### config.mk
export PLATFORM = sky130hd
export DESIGN_NAME = firq_cell
export DESIGN_NICKNAME = d
export VERILOG_FILES = /design/src/rtl/firq_pkg.sv /design/src/rtl/firq_cell.sv
export SDC_FILE = /design/constraint.sdc
export NUM_CORES = 1
export LEC_CHECK = 0
export ABC_CLOCK_PERIOD_IN_PS = 20400
export BUFFER_PORTS_ARGS = -buffer_cell sky130_fd_sc_hd__buf_2
export CAP_MARGIN = 5
export CORE_MARGIN = 2
export CORE_UTILIZATION = 50
export CTS_BUF_LIST = sky130_fd_sc_hd__clkbuf_4
export DETAILED_ROUTE_END_ITERATION = 8
export PLACE_DENSITY = 0.68
export SLEW_MARGIN = 10
export SYNTH_ARGS = -nofsm -noshare
export SYNTH_HDL_FRONTEND = slang
export SYNTH_SLANG_ARGS = --single-unit
### constraint.sdc
create_clock -name i_clk -period 20.4 [get_ports i_clk]
set_input_delay 4.08 -clock i_clk [delete_from_list [all_inputs] [get_ports i_clk]]
set_output_delay 4.08 -clock i_clk [all_outputs]
set_load 0.02 [all_outputs]
### src/rtl/firq_pkg.sv
package firq_pkg;

    // Field widths
    localparam int SAMPLE_W    = 16;
    localparam int PROD_W      = 2 * SAMPLE_W;
    localparam int OPCODE_W    = 2;
    localparam int TAP_INDEX_W = 4;
    localparam int FRAC_BITS   = 15;

    // Saturation limits of the output sample
    localparam logic signed [SAMPLE_W-1:0] SAMPLE_MAX = 16'sh7FFF;
    localparam logic signed [SAMPLE_W-1:0] SAMPLE_MIN = 16'sh8000;

    // Item opcodes (code 3 is unused and ignored)
    typedef enum logic [OPCODE_W-1:0] {
        OP_SAMPLE = 2'd0,
        OP_COEF   = 2'd1,
        OP_CLEAR  = 2'd2
    } t_opcode;

    // Per-item control shared by every cell in the chain
    typedef struct packed {
        logic shift;      // sample transfer: taps move one cell down
        logic clear;      // zero all taps
        logic load_prod;  // product register may take a new value
    } t_cell_ctrl;

    // Default symmetric lowpass coefficients
    localparam int DEFAULT_COUNT = 16;
    localparam logic signed [SAMPLE_W-1:0] LOWPASS [DEFAULT_COUNT] = '{
        -16'sd1586,  16'sd1037,  16'sd2173,   16'sd528,
        -16'sd2496, -16'sd1370,  16'sd6023,  16'sd13670,
         16'sd13670, 16'sd6023, -16'sd1370, -16'sd2496,
         16'sd528,   16'sd2173,  16'sd1037, -16'sd1586
    };

    // Reset coefficient of a tap; taps past the table start at zero
    function automatic logic signed [SAMPLE_W-1:0] default_coef(input int idx);
        logic signed [SAMPLE_W-1:0] v;
        v = '0;
        if (idx < DEFAULT_COUNT) begin
            v = LOWPASS[idx[3:0]];
        end
        return v;
    endfunction

endpackage

### src/rtl/firq_cell.sv
module firq_cell #(
    parameter int INDEX = 0
) (
    input  logic                                   i_clk,
    input  logic                                   i_rst_n,
    input  firq_pkg::t_cell_ctrl                   i_ctrl,
    input  logic                                   i_coef_wr,
    input  logic signed [firq_pkg::SAMPLE_W-1:0]   i_coef,
    input  logic signed [firq_pkg::SAMPLE_W-1:0]   i_tap_in,
    output logic signed [firq_pkg::SAMPLE_W-1:0]   o_tap,
    output logic signed [firq_pkg::PROD_W-1:0]     o_prod
);

    logic signed [firq_pkg::SAMPLE_W-1:0] r_tap;
    logic signed [firq_pkg::SAMPLE_W-1:0] n_tap;
    logic signed [firq_pkg::SAMPLE_W-1:0] r_coef;
    logic signed [firq_pkg::PROD_W-1:0]   r_prod;
    logic signed [firq_pkg::PROD_W-1:0]   w_prod;

    // Tap update: clear wins, a sample shifts in the neighbor's tap
    always_comb begin
        n_tap = r_tap;
        if (i_ctrl.clear) begin
            n_tap = '0;
        end else if (i_ctrl.shift) begin
            n_tap = i_tap_in;
        end
    end

    // Product against the tap value after the shift
    assign w_prod = firq_pkg::PROD_W'(r_coef) * firq_pkg::PROD_W'(i_tap_in);

    always_ff @(posedge i_clk) begin
        if (!i_rst_n) begin
            r_tap  <= '0;
            r_coef <= firq_pkg::default_coef(INDEX);
        end else begin
            r_tap <= n_tap;
            if (i_coef_wr) begin
                r_coef <= i_coef;
            end
        end
    end

    // Product register, payload only
    always_ff @(posedge i_clk) begin
        if (i_ctrl.load_prod) begin
            r_prod <= w_prod;
        end
    end

    assign o_tap  = r_tap;
    assign o_prod = r_prod;

endmodule

# Word-level counts from Yosys, hierarchy flattened
# Cells that the tools add are included.
# Widths: inputs -> output; s select.
[word_totals] ff_bits=64 latch_bits=0 ram_bits=0 rom_bits=0 inputBits=38 elab_cells=6 mem_count=0
[op_classes] addsub=0 n_mul=1 n_div=0 n_lt_le_gt_ge=0 n_eq_ne=0 n_shift=0 mux=0 bitwise_logic=1 reduce_logical=1
[op_table] operator="$mul 16x16->32" n=1
[op_table] operator="$reduce_or 2->1" n=1
[op_table] operator="$not 1->1" n=1

# Depth between registers and ports, before layout
[logic_depth] depth_word=2 mapped_depth=23

# Least setup slack after synthesis
# No wires, ideal clock.
[synth_path] path_kind="input to register" startpoint="input i_tap_in[7] (netlist name)" endpoint="register r_prod (netlist bit o_prod[25]) (data pin)" setup_ns=0.150 t_arrival_ns=9.619 t_required_ns=20.250 slack_ns=10.631 cell_stages=22 path_buffers=2 path_cell_list="clkbuf_1 clkbuf_1 nand2_1 fa_1 inv_1 fa_1 inv_1 fa_1 inv_1 fa_1 fa_1 inv_1 fa_1 inv_1 ha_1 and3_2 a221o_1 a21oi_2 o211ai_2 or2_1 a2111o_1 o211ai_2"
[synth_between] elab_chain_cells=1
[synth_rtl] item="start, declared" line_no="firq_cell.sv:9" rtl="input logic signed [firq_pkg::SAMPLE_W-1:0] i_tap_in,"
[synth_rtl] item="$mul 16x16->32" line_no="firq_cell.sv:31" rtl="assign w_prod = firq_pkg::PROD_W'(r_coef) * firq_pkg::PROD_W'(i_tap_in);"
[synth_rtl] item="net w_prod (one bit)" line_no="firq_cell.sv:18" rtl="logic signed [firq_pkg::PROD_W-1:0] w_prod;"
[synth_rtl] item="end signal, assigned" line_no="firq_cell.sv:48" rtl="r_prod <= w_prod;"
[synth_rtl] item="end, declared" line_no="firq_cell.sv:17" rtl="logic signed [firq_pkg::PROD_W-1:0] r_prod;"
# The timed path passes the listed nets, and every way through them passes these cells.
# A chain may end at the register's enable or synchronous reset.

# Final worst setup path
[layout_path] startpoint="input i_tap_in[1] (netlist name)" endpoint="register r_prod (netlist bit o_prod[31]) (data pin)"
# The elaborated chain is that of the path after synthesis.

==> impl_metrics.prom <==
# TYPE chip_impl_metric gauge
chip_impl_metric{name="antenna_violating_nets_post_route",unit=""} 0
chip_impl_metric{name="syn_area_per_cell",unit="sq um"} 9.80
chip_impl_metric{name="ys_warn_count",unit=""} 0
chip_impl_metric{name="synth.top_cell.area_share",unit="%"} 43.8
chip_impl_metric{name="chipHeight",unit="um"} 159
chip_impl_metric{name="yosys.area_share.adder",unit="%"} 52.4
chip_impl_info{name="synth_largest_area_cell",value="fa_1"} 1
chip_impl_metric{name="placement.setup.worst_slack",unit="ns"} 10.33
chip_impl_metric{name="start_util",unit="%"} 51.0
chip_impl_metric{name="cts.sink_count",unit=""} 64
chip_impl_metric{name="post_cts_setup_buffers",unit=""} 0
chip_impl_info{name="synth_top_flop_cell",value="edfxtp_1"} 1
chip_impl_metric{name="global_route.overflow_total",unit=""} 0
chip_impl_metric{name="yosysSeqAreaShare",unit="%"} 13.4
chip_impl_metric{name="routed_wl",unit="mm"} 28.1
chip_impl_metric{name="clock_path_buffers",unit=""} 2
chip_impl_info{name="cp_cell_sequence",value="buf_2 -> nand2_1 -> inv_1 -> fa_1 -> fa_1 -> fa_1 -> fa_1 -> fa_1 -> inv_1 -> fa_1 -> inv_1 -> ha_1 -> a21o_1 -> o21bai_1 -> a21oi_1 -> o211ai_2 -> o31a_2 -> a31oi_2 -> xnor2_1"} 1
chip_impl_info{name="status",value="complete, no violations"} 1
chip_impl_metric{name="grt_util_all_layers",unit="%"} 24.4
chip_impl_info{name="critical_path.reg2reg.startpoint",value="r_coef[15]"} 1
chip_impl_metric{name="share_of_flip_flops_with_an_asynchronous_set_or_reset",unit="%"} 0
chip_impl_metric{name="fin_worst_skew",unit="ns"} 0.0399
chip_impl_metric{name="worst-r2r-cell-count",unit=""} 18
chip_impl_metric{name="synthCells",unit=""} 1221
chip_impl_info{name="worst_r2r_endpoint",value="o_prod[31]"} 1
chip_impl_info{name="cp-start-kind",value="input port"} 1
chip_impl_metric{name="insertion_delay",unit="ns"} 0.42
chip_impl_metric{name="cts_repair_resizes",unit=""} 0
chip_impl_info{name="min_path_type",value="flip-flop to flip-flop"} 1
chip_impl_metric{name="final_slew_violations",unit=""} 0
chip_impl_metric{name="initialDrtViolationCount",unit=""} 436
chip_impl_info{name="worst_hold_path.endpoint",value="o_tap[3]"} 1
chip_impl_metric{name="final_min_period_over_clock_period",unit="%"} 47.3
chip_impl_metric{name="syn-cell-area",unit="sq um"} 12000
chip_impl_metric{name="number_of_enable_type_register_cells_in_the_synthesized_netlist",unit=""} 32
chip_impl_metric{name="core_area",unit="sq um"} 23500
chip_impl_info{name="critical-path-slowest-cell",value="fa_1"} 1
chip_impl_info{name="setup.worst_path.end_class",value="flip-flop"} 1
chip_impl_metric{name="max-cap-violations",unit=""} 0
chip_impl_info{name="yosys-top-cells-area",value="fa_1 44%, inv_1 9.0%, ha_1 8.6%"} 1
chip_impl_metric{name="postPlaceCellArea",unit="sq um"} 12600
chip_impl_metric{name="clk_pin_slew",unit="ns"} 0.13
chip_impl_metric{name="finalCriticalPeriod",unit="ns"} 9.65
chip_impl_metric{name="postCtsHoldBufs",unit=""} 0
chip_impl_info{name="critical-path-top-cell-by-count",value="fa_1"} 1
chip_impl_metric{name="synthDistinctLibCells",unit=""} 52
chip_impl_metric{name="pin_count",unit=""} 86
chip_impl_metric{name="layout_setup_ws",unit="ns"} 10.75
chip_impl_metric{name="drive_above_1_share",unit="%"} 8.61
chip_impl_metric{name="grt_max_degree",unit=""} 33
chip_impl_info{name="clk_root_buffer_cell",value="clkbuf_4"} 1
chip_impl_metric{name="cp_max_fo",unit=""} 17
chip_impl_metric{name="maxSlewHeadroom",unit="%"} 41.5
chip_impl_metric{name="synth_xor_xnor_area_share",unit="%"} 2.34
chip_impl_metric{name="data_arrival_critical_path",unit="ns"} 9.82
chip_impl_metric{name="timing_worst_slew_pin_value",unit="ns"} 0.877
chip_impl_metric{name="cp.required",unit="ns"} 20.57
chip_impl_info{name="critPathKind",value="input port to flip-flop"} 1
chip_impl_metric{name="antenna-diode-count",unit=""} 0
chip_impl_metric{name="portBuffers",unit=""} 85
chip_impl_metric{name="slack_of_the_worst_reg_to_reg_path",unit="ns"} 13.91
chip_impl_info{name="library_cell_with_the_highest_instance_count_after_synthesis",value="inv_1"} 1
chip_impl_metric{name="drt-wirelength-per-cell",unit="um"} 17.6
chip_impl_metric{name="die_w",unit="um"} 159
chip_impl_metric{name="postSynthRegisterBits",unit=""} 64
chip_impl_metric{name="total_neg_setup_slack",unit="ns"} 0
chip_impl_metric{name="post_layout_nets",unit=""} 1655
chip_impl_metric{name="cts_buffers",unit=""} 9
chip_impl_metric{name="synth.mux.area_fraction",unit="%"} 2.68
chip_impl_metric{name="via_count_of_the_first_global_routing_pass",unit=""} 8932
chip_impl_metric{name="detailed_place_hpwl",unit="mm"} 22.2
chip_impl_metric{name="finish.instance_area",unit="sq um"} 12800
chip_impl_metric{name="drt_first_pass_iters",unit=""} 5
chip_impl_metric{name="cpPeakStageDelay",unit="ns"} 0.76
chip_impl_metric{name="synth-simple-area-share",unit="%"} 14.3
chip_impl_metric{name="fillers",unit=""} 2105
chip_impl_metric{name="route.detailed.vias_per_inst",unit=""} 5.13
chip_impl_metric{name="initial_antenna_violation_count",unit=""} 0
chip_impl_metric{name="fmax",unit="MHz"} 104
chip_impl_metric{name="first_pass_grt_wire_length",unit="mm"} 46.7
chip_impl_metric{name="synth_compound_gate_area_share",unit="%"} 4.45
chip_impl_metric{name="die_area",unit="sq um"} 25200
chip_impl_info{name="hold_start",value="o_tap[3]"} 1
chip_impl_metric{name="post_syn_nets",unit=""} 1603
chip_impl_info{name="grt_setup_unrepaired",value="false"} 1
chip_impl_metric{name="final-hold-violation-count",unit=""} 0
chip_impl_metric{name="fp-row-count",unit=""} 56
chip_impl_info{name="combinational_family_with_the_most_area_after_synthesis",value="adder cells"} 1
chip_impl_info{name="clock_tree_from_tritoncts",value="built"} 1
chip_impl_metric{name="ctsHtreeMaxLevel",unit=""} 3
chip_impl_metric{name="worstHoldPathCells",unit=""} 2
chip_impl_metric{name="setup_violations",unit=""} 0
chip_impl_info{name="post_synth_most_frequent_cells",value="286 x inv_1, 262 x fa_1, 139 x nand2_1"} 1
chip_impl_metric{name="area.growth.synth_to_final",unit="%"} 7.20
chip_impl_metric{name="gp_routability_congestion",unit=""} 0.861
chip_impl_metric{name="remaining_drc_errors",unit=""} 0
chip_impl_metric{name="detailroute.via_count",unit=""} 8200
## worst max-delay path, delay by kind of cell
kind | cells | cell delay [ns]
adder cells (fa/ha/maj) | 7 | 3.68
XOR/XNOR | 1 | 0.08
AO/OA/AOI/OAI | 6 | 1.42
buffers and inverters | 4 | 0.40
AND/OR/NAND/NOR | 1 | 0.15
## cell families (layout without fill, tap and decap cells)
group | Yosys count | in the layout
AND/OR/NAND/NOR | 342 | 342
buffers and inverters | 331 | 388
multiplexers | 32 | 32
XOR/XNOR | 32 | 32
AO/OA/AOI/OAI | 76 | 76
adder cells (fa/ha/maj) | 344 | 344
flip-flops | 64 | 64
## state kept, by name, summed over array words and instances (netlist names)
signal / count
o_tap: 16
r_coef: 16
o_prod: 32
## stage by stage
step / instances / hold slack (ns) / utilization, %
detailed placement: 1581 / 0.477 / 53.7
global placement: 1581 / 0.468 / 53.7
finish: 1597 / 0.501 / 54.6
floorplan: 1221 / 0.522 / -
global route: 1597 / 0.535 / 54.6
CTS: 1597 / 0.503 / 54.6
## routing by layer
layer	part of all wire, %	vias up	wire, um	global-route usage (%)
met3	5.1	50	1430	3.59
met5	0	-	0	0
met4	2.4	0	676	6.65
met1	43	4177	12100	32.6
li1	-	3750	-	-
met2	49	223	13900	41.8
## cell type report
cell class,instances,area (sq um),share of cell area [%]
Timing Repair Buffer,86,433,3.38
Sequential cell,64,1600,12.5
Clock inverter,6,133,1.03
Multi-Input combinational cell,826,9110,71.0
Clock buffer,10,75.1,0.585
Inverter,286,1070,8.37
Tap cell,319,399,3.11
## layout by cell type, fill, tap and decap left out, types with 18 or more instances in the layout
master / n
ha_1: 82
buf_2: 85
edfxtp_1: 32
nand2_1: 139
nor2_1: 40
a21oi_1: 18
xnor2_1: 24
inv_1: 286
mux2i_1: 32
dfxtp_1: 32
and2_1: 126
fa_1: 262
## worst max-delay path by stage
stage	from	end	slack (ns)	cells past startpoint
6_report	i_tap_in[1]	o_prod[31]	10.75	19
5_1_grt	i_tap_in[7]	o_prod[28]	10.52	21
4_1_cts	i_tap_in[1]	o_prod[31]	10.80	19
3_5_place_dp	i_tap_in[1]	o_prod[31]	10.33	19
3_3_place_gp	i_tap_in[1]	o_prod[25]	10.45	19
2_1_floorplan	i_tap_in[7]	o_prod[25]	10.63	22
Power is not shown: default switching activity piles up to over one toggle a cycle in this logic, so the estimate is an artifact.
