===== config.mk =====
export PLATFORM = sky130hd
export DESIGN_NAME = firq_sum_tree
export DESIGN_NICKNAME = d
export VERILOG_FILES = /design/src/rtl/firq_pkg.sv /design/src/rtl/firq_sum_tree.sv
export SDC_FILE = /design/constraint.sdc
export NUM_CORES = 1
export LEC_CHECK = 0
export ABC_CLOCK_PERIOD_IN_PS = 7450
export BUFFER_PORTS_ARGS = -buffer_cell sky130_fd_sc_hd__buf_2
export CORE_MARGIN = 2
export CORE_UTILIZATION = 35
export DETAILED_ROUTE_END_ITERATION = 10
export PLACE_DENSITY_LB_ADDON = 0.08
export SETUP_SLACK_MARGIN = 0.3
export SLEW_MARGIN = 20
export SYNTH_ARGS = -nofsm -noshare
export SYNTH_HDL_FRONTEND = slang
export SYNTH_SLANG_ARGS = --single-unit

===== constraint.sdc =====
create_clock -name i_clk -period 7.45 [get_ports i_clk]
set_clock_uncertainty 0.1 [all_clocks]
set_input_delay 0.745 -clock i_clk [delete_from_list [all_inputs] [get_ports i_clk]]
set_output_delay 0.745 -clock i_clk [all_outputs]
set_load 0.02 [all_outputs]

===== src/rtl/firq_pkg.sv =====
package firq_pkg;

    // Field widths
    localparam int SAMPLE_W    = 16;
    localparam int PROD_W      = 2 * SAMPLE_W;
    localparam int OPCODE_W    = 2;
    localparam int TAP_INDEX_W = 4;
    localparam int FRAC_BITS   = 15;

    // Saturation limits of the output sample
    localparam logic signed [SAMPLE_W-1:0] SAMPLE_MAX = 16'sh7FFF;
    localparam logic signed [SAMPLE_W-1:0] SAMPLE_MIN = 16'sh8000;

    // Item opcodes (code 3 is unused and ignored)
    typedef enum logic [OPCODE_W-1:0] {
        OP_SAMPLE = 2'd0,
        OP_COEF   = 2'd1,
        OP_CLEAR  = 2'd2
    } t_opcode;

    // Per-item control shared by every cell in the chain
    typedef struct packed {
        logic shift;      // sample transfer: taps move one cell down
        logic clear;      // zero all taps
        logic load_prod;  // product register may take a new value
    } t_cell_ctrl;

    // Default symmetric lowpass coefficients
    localparam int DEFAULT_COUNT = 16;
    localparam logic signed [SAMPLE_W-1:0] LOWPASS [DEFAULT_COUNT] = '{
        -16'sd1586,  16'sd1037,  16'sd2173,   16'sd528,
        -16'sd2496, -16'sd1370,  16'sd6023,  16'sd13670,
         16'sd13670, 16'sd6023, -16'sd1370, -16'sd2496,
         16'sd528,   16'sd2173,  16'sd1037, -16'sd1586
    };

    // Reset coefficient of a tap; taps past the table start at zero
    function automatic logic signed [SAMPLE_W-1:0] default_coef(input int idx);
        logic signed [SAMPLE_W-1:0] v;
        v = '0;
        if (idx < DEFAULT_COUNT) begin
            v = LOWPASS[idx[3:0]];
        end
        return v;
    endfunction

endpackage


===== src/rtl/firq_sum_tree.sv =====
module firq_sum_tree #(
    parameter int LEAVES = 16
) (
    input  logic                                                  i_clk,
    input  logic                                                  i_rst_n,
    input  logic                                                  i_leaf_vld,
    input  logic signed [firq_pkg::PROD_W-1:0]                    i_leaf [LEAVES],
    input  logic                                                  i_out_ready,
    output logic                                                  o_in_ready,
    output logic                                                  o_sum_vld,
    output logic signed [firq_pkg::PROD_W+$clog2(LEAVES)-1:0]     o_sum
);

    localparam int L = $clog2(LEAVES);
    localparam int N = 1 << L;
    localparam int W = firq_pkg::PROD_W + L;

    logic signed [W-1:0] w_leaf [N];
    logic signed [W-1:0] r_node [1:N-1];
    logic [L:1]          r_vld;
    logic [L+1:1]        w_en;

    // Sign-extend products, zero-pad to a power of two
    genvar j;
    generate
        for (j = 0; j < N; j++) begin : g_leaf
            if (j < LEAVES) begin : g_real
                assign w_leaf[j] = W'(i_leaf[j]);
            end else begin : g_pad
                assign w_leaf[j] = '0;
            end
        end
    endgenerate

    // Per-level enable: a level moves when empty or when the next one moves
    always_comb begin
        w_en[L+1] = i_out_ready;
        for (int l = L; l >= 1; l--) begin
            w_en[l] = !r_vld[l] || w_en[l+1];
        end
    end

    // Valid bits follow the data through the levels
    always_ff @(posedge i_clk) begin
        if (!i_rst_n) begin
            r_vld <= '0;
        end else begin
            if (w_en[1]) begin
                r_vld[1] <= i_leaf_vld;
            end
            for (int l = 2; l <= L; l++) begin
                if (w_en[l]) begin
                    r_vld[l] <= r_vld[l-1];
                end
            end
        end
    end

    // Heap-ordered adder nodes; node k has children 2k and 2k+1
    genvar k;
    generate
        for (k = 1; k < N; k++) begin : g_node
            localparam int DEPTH = $clog2(k + 1) - 1;
            localparam int LVL   = L - DEPTH;
            logic signed [W-1:0] w_a;
            logic signed [W-1:0] w_b;
            if (2 * k >= N) begin : g_from_leaf
                assign w_a = w_leaf[2*k-N];
                assign w_b = w_leaf[2*k+1-N];
            end else begin : g_from_node
                assign w_a = r_node[2*k];
                assign w_b = r_node[2*k+1];
            end
            always_ff @(posedge i_clk) begin
                if (w_en[LVL]) begin
                    r_node[k] <= w_a + w_b;
                end
            end
        end
    endgenerate

    assign o_in_ready = w_en[1];
    assign o_sum_vld  = r_vld[L];
    assign o_sum      = r_node[1];

endmodule

Word level (Yosys, flattened, before mapping). Memories as Yosys holds them, arrays and structs flattened. Cells that the tools add are included.

Bits in registers: 4. Bits in writable memories: 540. Output and inout bits: 38. Memories: 1.

Add/sub/neg operators: 15. Multiplexer cells: 8. Reductions and logical operators: 8.

Memories: r_node (words 15, bits a word 36, rd ports 15, clocked after Yosys merged registers in 0, wr ports 15, RTL line firq_sum_tree.sv:19) `logic signed [W-1:0] r_node [1:N-1];`.

Operators by type and width (number): $add 32x32->33 (8); $add 36x36->36 (7); $mux 1 (8); $logic_not 1->1 (4); $logic_or 1x1->1 (4).

Longest topological paths before layout. Gate-level depths: netlist of the first run.

Depth after elaboration: 7. Mapped depth: 12.

Worst setup path before layout of the first run. No wires, ideal clock.

Kind: input to register. From: input i_out_ready. To: register r_node[0][288] (netlist name). Arrival time: 5592 ps. Setup slack: -314 ps. Stages: 3. Buffers on the path: 0. Cell sequence: nor2b_1 > and3_1 > nand2_1.

RTL lines: from (decl) (RTL line firq_sum_tree.sv:8) `input logic i_out_ready,`.

==> impl_results.md, run 1 <==
* Status: complete, no violations
* Clock sink total at between 500 and 600
* Startpoint Class: register
* FF-to-FF End: r_node[0][170]
* # resized after CTS at 0
* RSZ-0062 raised after global routing: no
* # placed instances at about 5900
* Worst-margin pin slew at between 0.9 and 1 ns
* Hpwl dp at between 80000 and 90000 microns
* Pins Over Slew Limit at 0
* Initial Utilization at 0.354
* Layout area overhead at 16.8%
* Top delay family on crit path: compound AO/OA/AOI/OAI gates
* Post-CTS Hold Buffers at 0
* Final hold viol count at 0
* Post-Syn Area at between 30000 and 40000 sq um
* Top post-synthesis cells by area: edfxtp_1 39%, ha_1 15%, xnor2_1 6.2%
* GPL Wtd Cong at 0.860
* Buf+Inv Stages, Crit Path at 0
* Min cycle time layout at roughly 3.8 ns
* Global-route wire length before repair at 169000 microns
* Fmax achieved at 264 MHz
* CTS Root Cell: clkbuf_16
* Hold crit path type: primary input to register
* Leak at about 20 nW
* Clk_lat worst skew at slightly above 0.6 ns
* Reg-to-reg slack, setup at between 3 and 4 ns
* Tcrit/Tclk final at 0.508
* Async SR Flop Fraction at 0
* Clock transition at path regs at 0.06 ns
* CP max-delay cell: a21oi_1
* Syn. warnings at 0
* Sequential share of power at 0.304
* Synth top area share at 0.388
* Num rows at around 120
* Worst path most repeated cell: o21ai_0
* Share of cells above drive strength 1 at 0.157
* Clock network fraction of total power at 0.175
* Ant. Diodes at 0
* Worst-path fanout max at 4
* Hold path startpoint: i_leaf_vld
* Wl on met1 at around 55000 microns
* Ports at 554
* Met2 WL at roughly 49000 microns
* Routed length on met3 at around 4400 microns
* Initial antenna violation count at 5
* Syn nets at 4940
* DIE WIDTH at 342 microns
* Internal power at around 11 mW
* Avg Inst Size Synth at 10.2 sq um
* Total Wirelength at around 110000 microns
* WP data required at 7.71 ns
* Synth top cells by count: 516 x edfxtp_1, 493 x ha_1, 402 x a21oi_1, 287 x a21o_1, 285 x xnor2_1
* Syn Inst Count at roughly 3900
* H-tree depth at 3
* DRT Pass-1 Iters at 7
* Critical path class: register to register
* Reg2Reg Depth at 11
* Top FF cell, synth: edfxtp_1
* Total CTS buffers at 67
* Max clock buf depth at 3
* Setup violators final at 0
* Vias per cell at 5.26
* Final core utilization at 0.414
* Power Density at between 300 and 400 nW/um^2
* Pre-CTS setup slack at about 3.4 ns
* Layout Cells excl Fill at 6030
* Hold-critical path depth at 3
* Vias in the first global route at between 30000 and 40000
* Count of input and output buffers at between 500 and 600
* Count leader, synth: edfxtp_1
* Switch share at 0.409
* CP cell instances: ha_1 > fa_1 > a211oi_1 > o21ai_0 > a211oi_1 > o21ai_0 > a21oi_1 > o21ai_0 > nand4_1 > o21ai_0 > xnor2_1
* Fin Hold WS at approximately 0.27 ns
* EDFF count, synth at roughly 520
* Drt initial violations at around 1900
* GRT Total Usage at 0.181
* Net switching power at roughly 7.6 mW
* DR vias at 31700
* Core box area at roughly 110000 sq um
* Setup ws final at 3.66 ns
* Combinational power share at 0.521
* Largest net degree at the start of global routing at roughly 130
* Area leader, netlist: edfxtp_1
* Top Layer Used: met5
* Yosys cell types at 86
* Die area at around 120000 sq um
* Peak VDD IR at about 160 uV
* Final nets at about 5500
* Relative slew slack at 0.356
* Reg2reg start: r_node[0][288]
* Worst Setup End Kind: register
* Seq/Total Area, Yosys at 0.390
* Worst path max stage delay at roughly 0.44 ns
* GR Overflow Total at 0
* Worst Path Arrival at approximately 4.1 ns
* Drt drc at 0
* CTS tree: done
* Total setup buffers inserted after CTS at 0
* MaxCap Viol Count at 0
* Wirelength per Cell at around 18 microns
* Setup TNS at 0 ns
* Final ANT Viol Nets at 0
* FF+latch count, synth at 520
* Worst Hold Endpoint: r_vld[1]
* Die Ht at approximately 340 microns
## power by group through the flow
| stage | clock network (mW) | registers [mW] | logic, mW |
|---|---|---|---|
| 2_1_floorplan | 0 | 5.37 | 7.01 |
| 3_3_place_gp | 0 | 5.70 | 9.63 |
| 3_5_place_dp | 0 | 5.69 | 9.64 |
| 4_1_cts | 3.35 | 5.65 | 9.71 |
| 5_1_grt | 3.45 | 5.72 | 10.8 |
| 6_report | 3.24 | 5.63 | 9.64 |
## state kept, by name, indices dropped and copies added (netlist names)
name    count
r_node    516
r_vld       4
## routing by layer
layer | vias to the layer above | GRT usage
met1 | 14800 | 0.265
met4 | 8 | 0.0361
met3 | 112 | 0.0250
met2 | 630 | 0.285
li1 | 16100 | -
met5 | - | 0
## logic make-up (layout without fill, tap and decap cells)
kind of cell / Yosys count / in the layout / share of synthesized area
adders and majority gates: 508 / 508 / 0.162
and+or+nand+nor: 904 / 904 / 0.110
muxes: 1 / 1 / 0.000282
AOI/OAI and AO/OA: 1382 / 1382 / 0.225
DFF: 520 / 520 / 0.390
xor gates and xnor gates: 445 / 445 / 0.0975
buffers and inverters: 156 / 770 / 0.0147
## how the worst max path moves through the flow
stage,startpoint,end,depth (start not counted)
after floorplan,i_out_ready,o_in_ready,3
after global placement,i_leaf[448],r_node[0][314],12
after detailed placement,i_leaf[256],r_node[0][424],12
after CTS,r_node[0][288],r_node[0][170],11
after global routing,r_node[0][288],r_node[0][170],11
final,r_node[0][288],r_node[0][170],11
## tightest hold or removal path: cells and delay by family
family	cells	cell delay, ns
buffers and inverters	1	0.08
and+or+nand+nor	1	0.09
AOI/OAI and AO/OA	1	0.03
## cell type report
type / count / area (sq um)
Tap cell: 1500 / 1880
Multi-Input combinational cell: 3240 / 23800
Clock buffer: 78 / 1850
Fill cell: 11100 / 66100
Clock inverter: 39 / 365
Inverter: 95 / 362
Sequential cell: 520 / 15600
Timing Repair Buffer: 558 / 2820
## through the flow
| stage | cell area, sq um | total power, mW |
|---|---|---|
| floorplan | 40000 | 12.4 |
| global placement | 44400 | 15.3 |
| detailed placement | 44400 | 15.3 |
| CTS | 46700 | 18.7 |
| global route | 46700 | 20.0 |
| finish | 46700 | 18.5 |
## layout by cell type (no fill, tap or decap), types with 14 or more instances in the layout
cell type,count
buf_2,553
edfxtp_1,516
ha_1,493
a21oi_1,402
a21o_1,287
xnor2_1,285
nand2_1,241
o21ai_0,237
nor2_1,235
xor2_1,160
inv_1,94
nand3_1,78
clkbuf_16,73
a31oi_1,56
nor2b_1,54
and3_1,52
nand4_1,52
nand2b_1,50
o21a_1,48
o21bai_1,47
a211oi_1,47
nor3_1,37
and2_1,26
a211o_1,25
a41oi_1,22
o211ai_1,20
o31ai_1,19
o21ai_1,16
a221oi_1,16
fa_1,15
o22ai_1,14
(Power assumes the default switching activity.)
==> run 2: changes to the inputs <==
- ABC_CLOCK_PERIOD_IN_PS: 7450 -> 3250
- clock period: 7.45 -> 3.25 ns (I/O delays scaled with it)
==> run 2 against run 1 <==
Effect of this change: the run now ends with setup timing left; first-iteration DRC count up 1.4%; worst hold slack lost 0.23 ns; clock-buffer cell count decreased by 5; flip-flop and latch count stayed put; die area stayed put; register-to-register slack got worse by 3.7 ns; fmax increased by 16%; sequential power rose by 130%; combinational power grew to 2.8 times the previous value; routed wire length up 2.8%; largest cell class unchanged.
==> impl_results.md, run 2 (synthesized netlist as in run 1, its figures left out) <==
* Status: finished with violations
* Failing checks: setup timing
* WP data required at 3.49 ns (-4.22 ns)
* Share of cells above drive strength 1 at 0.258 (+0.101)
* Clock transition at path regs at 0.06 ns (about the same)
* Layout area overhead at 27.5%
* Crit path from: r_node[0][504]
* Worst-path fanout max at 4 (unchanged)
* Ports at 554 (unchanged)
* H-tree depth at 3 (unchanged)
* FF-to-FF End: r_node[0][282]
* Final Power at 47.9 mW (+160%)
* Pre-CTS setup slack at -0.226 ns (-3.59 ns)
* RSZ-0062 raised after global routing: yes
* Reg-to-reg slack, setup at -0.01 ns (-3.68 ns)
* Worst Setup End Kind: register
* Final ANT Viol Nets at 0 (unchanged)
* Drt drc at 0 (unchanged)
* Setup ws final at -0.0112 ns (-3.68 ns)
* Count of input and output buffers at 553 (unchanged)
* CTS Root Cell: clkbuf_16
* Relative slew slack at 0.557 (+0.202)
* Critical path class: register to register
* Area of the multi-input gates at 25800 sq um (+8.4%)
* Leak at 22.3 nW (+8.3%)
* Num rows at 123 (unchanged)
* DRT Pass-1 Iters at 5 (-2)
* DR vias at 33000 (+3.9%)
* Total Wirelength at 113000 microns (+2.8%)
* Die area at 117000 sq um (unchanged)
* Hpwl dp at 91300 microns (+2.0%)
* Clk_lat worst skew at 0.60 ns (-0.02 ns)
* Clock sink total at 520 (unchanged)
* MaxCap Viol Count at 0 (unchanged)
* Final nets at 5770 (+4.8%)
* Largest net degree at the start of global routing at 73 (-44%)
* GR Overflow Total at 0 (unchanged)
* Wirelength per Cell at 17.9 microns (-1.6%)
* Largest registers: r_node: 516 flops, r_vld: 4 flops
* Hold-critical path depth at 2 (-1)
* Core box area at 113000 sq um (unchanged)
* DIE WIDTH at 342 microns (unchanged)
* Most frequent cells in the layout: 553 x buf_2, 516 x edfxtp_1, 440 x ha_1
* # fillers at 10900 (-1.7%)
* Power Density at 940 nW/um^2 (+140%)
* Fmax achieved at 307 MHz (+16%)
* GRT Total Usage at 0.186 (+0.00502)
* Vias in the first global route at 32100 (+4.1%)
* Pins Over Slew Limit at 0 (unchanged)
* Worst Path Arrival at 3.50 ns (-0.55 ns)
* Commonest non-fill, non-tap cell in the layout: buf_2
* Initial Utilization at 0.354 (unchanged)
* Setup violators final at 1 (+1)
* Initial antenna violation count at 6 (+1)
* Total CTS buffers at 66 (-1.5%)
* GPL Wtd Cong at 0.867 (+0.84%)
* Biggest register: r_node
* Hold crit path type: primary input to register
* Peak VDD IR at 405 uV (+160%)
* Vias per cell at 5.23 (-0.54%)
* Number of flip-flops in the largest register at 516 (unchanged)
* Register area at 15600 sq um (about the same)
* Hold path startpoint: i_leaf[417]
* CTS tree: done
* Max clock buf depth at 3 (unchanged)
* Drt initial violations at 1904 (+1.4%)
* Reg2reg start: r_node[0][504]
* Worst Hold Endpoint: r_node[0][325]
* Reg2Reg Depth at 11 (unchanged)
* Final hold viol count at 0 (unchanged)
* Worst-margin pin slew at 0.664 ns (-0.302 ns)
* Global-route wire length before repair at 174000 microns (+3.0%)
* Tcrit/Tclk final at 1.00 (+0.495)
* Die Ht at 342 microns (unchanged)
* Startpoint Class: register
* Min cycle time layout at 3.26 ns (-0.525 ns)
==> run 2: how the worst max path moves through the flow <==
stage,to,slack (ns)
after floorplan,r_node[0][144],-0.14
final,r_node[0][282],-0.01
after CTS,r_node[0][282],0.004
after global routing,r_node[0][282],-0.20
after detailed placement,r_node[0][318],-0.23
after global placement,r_node[0][318],-0.24
==> run 2: cell type report <==
class / count / area share
multi-input cells: 3240 / 0.507
clock buffers: 73 / 0.0350
well taps: 1500 / 0.0368
diodes: 2 / 0.0000982
clock inverters: 48 / 0.0104
flip-flops and latches: 520 / 0.306
repair buffers: 823 / 0.0982
inverters: 95 / 0.00707
==> run 2: timing repair <==
item                       4_1_cts  5_1_grt
setup buffers                   32       36
pin swaps                       92      155
setup endpoints to repair       91      109
resized for setup              129      240
hold buffers                    14        0
hold endpoints to repair        14        0
==> run 2: through the flow <==
stage | utilization | area, sq um | setup TNS, ns | instances | hold slack, ns
CTS | 0.438 | 49400 | 0 | 6263 | 0.00141
finish | 0.452 | 51000 | -0.0112 | 6301 | 0.0441
global placement | 0.408 | 46000 | -1.38 | 6096 | 0.375
global route | 0.452 | 51000 | -1.10 | 6300 | 0.0223
detailed placement | 0.408 | 46000 | -1.53 | 6096 | 0.406
floorplan | - | 40000 | -19.88 | 3916 | 0.342
==> run 2: worst max-delay path: stages, from the launching register on <==
cell and delay [ns]:
edfxtp_1 0.38, ha_2 0.21, fa_2 0.37, a21oi_4 0.19
o2bb2ai_2 0.08, or4_4 0.44, a221oi_4 0.25, nand4b_1 0.27
o221ai_4 0.21, a31oi_4 0.19, a311o_1 0.23, xnor2_1 0.07
==> run 2: layer usage <==
layer | GRT usage | share of wire
met5 | 0 | 0.000062
met4 | 0.0418 | 0.017
met3 | 0.0251 | 0.042
met2 | 0.291 | 0.45
met1 | 0.273 | 0.49
==> run 2: power breakdown <==
group          total [mW]  leakage, nW  switching (mW)  internal [mW]
clock network        7.72         1.13            2.94           4.78
registers            13.1         5.50            1.74           11.4
logic                27.0         15.7            14.6           12.5
total                47.9         22.3            19.3           28.6
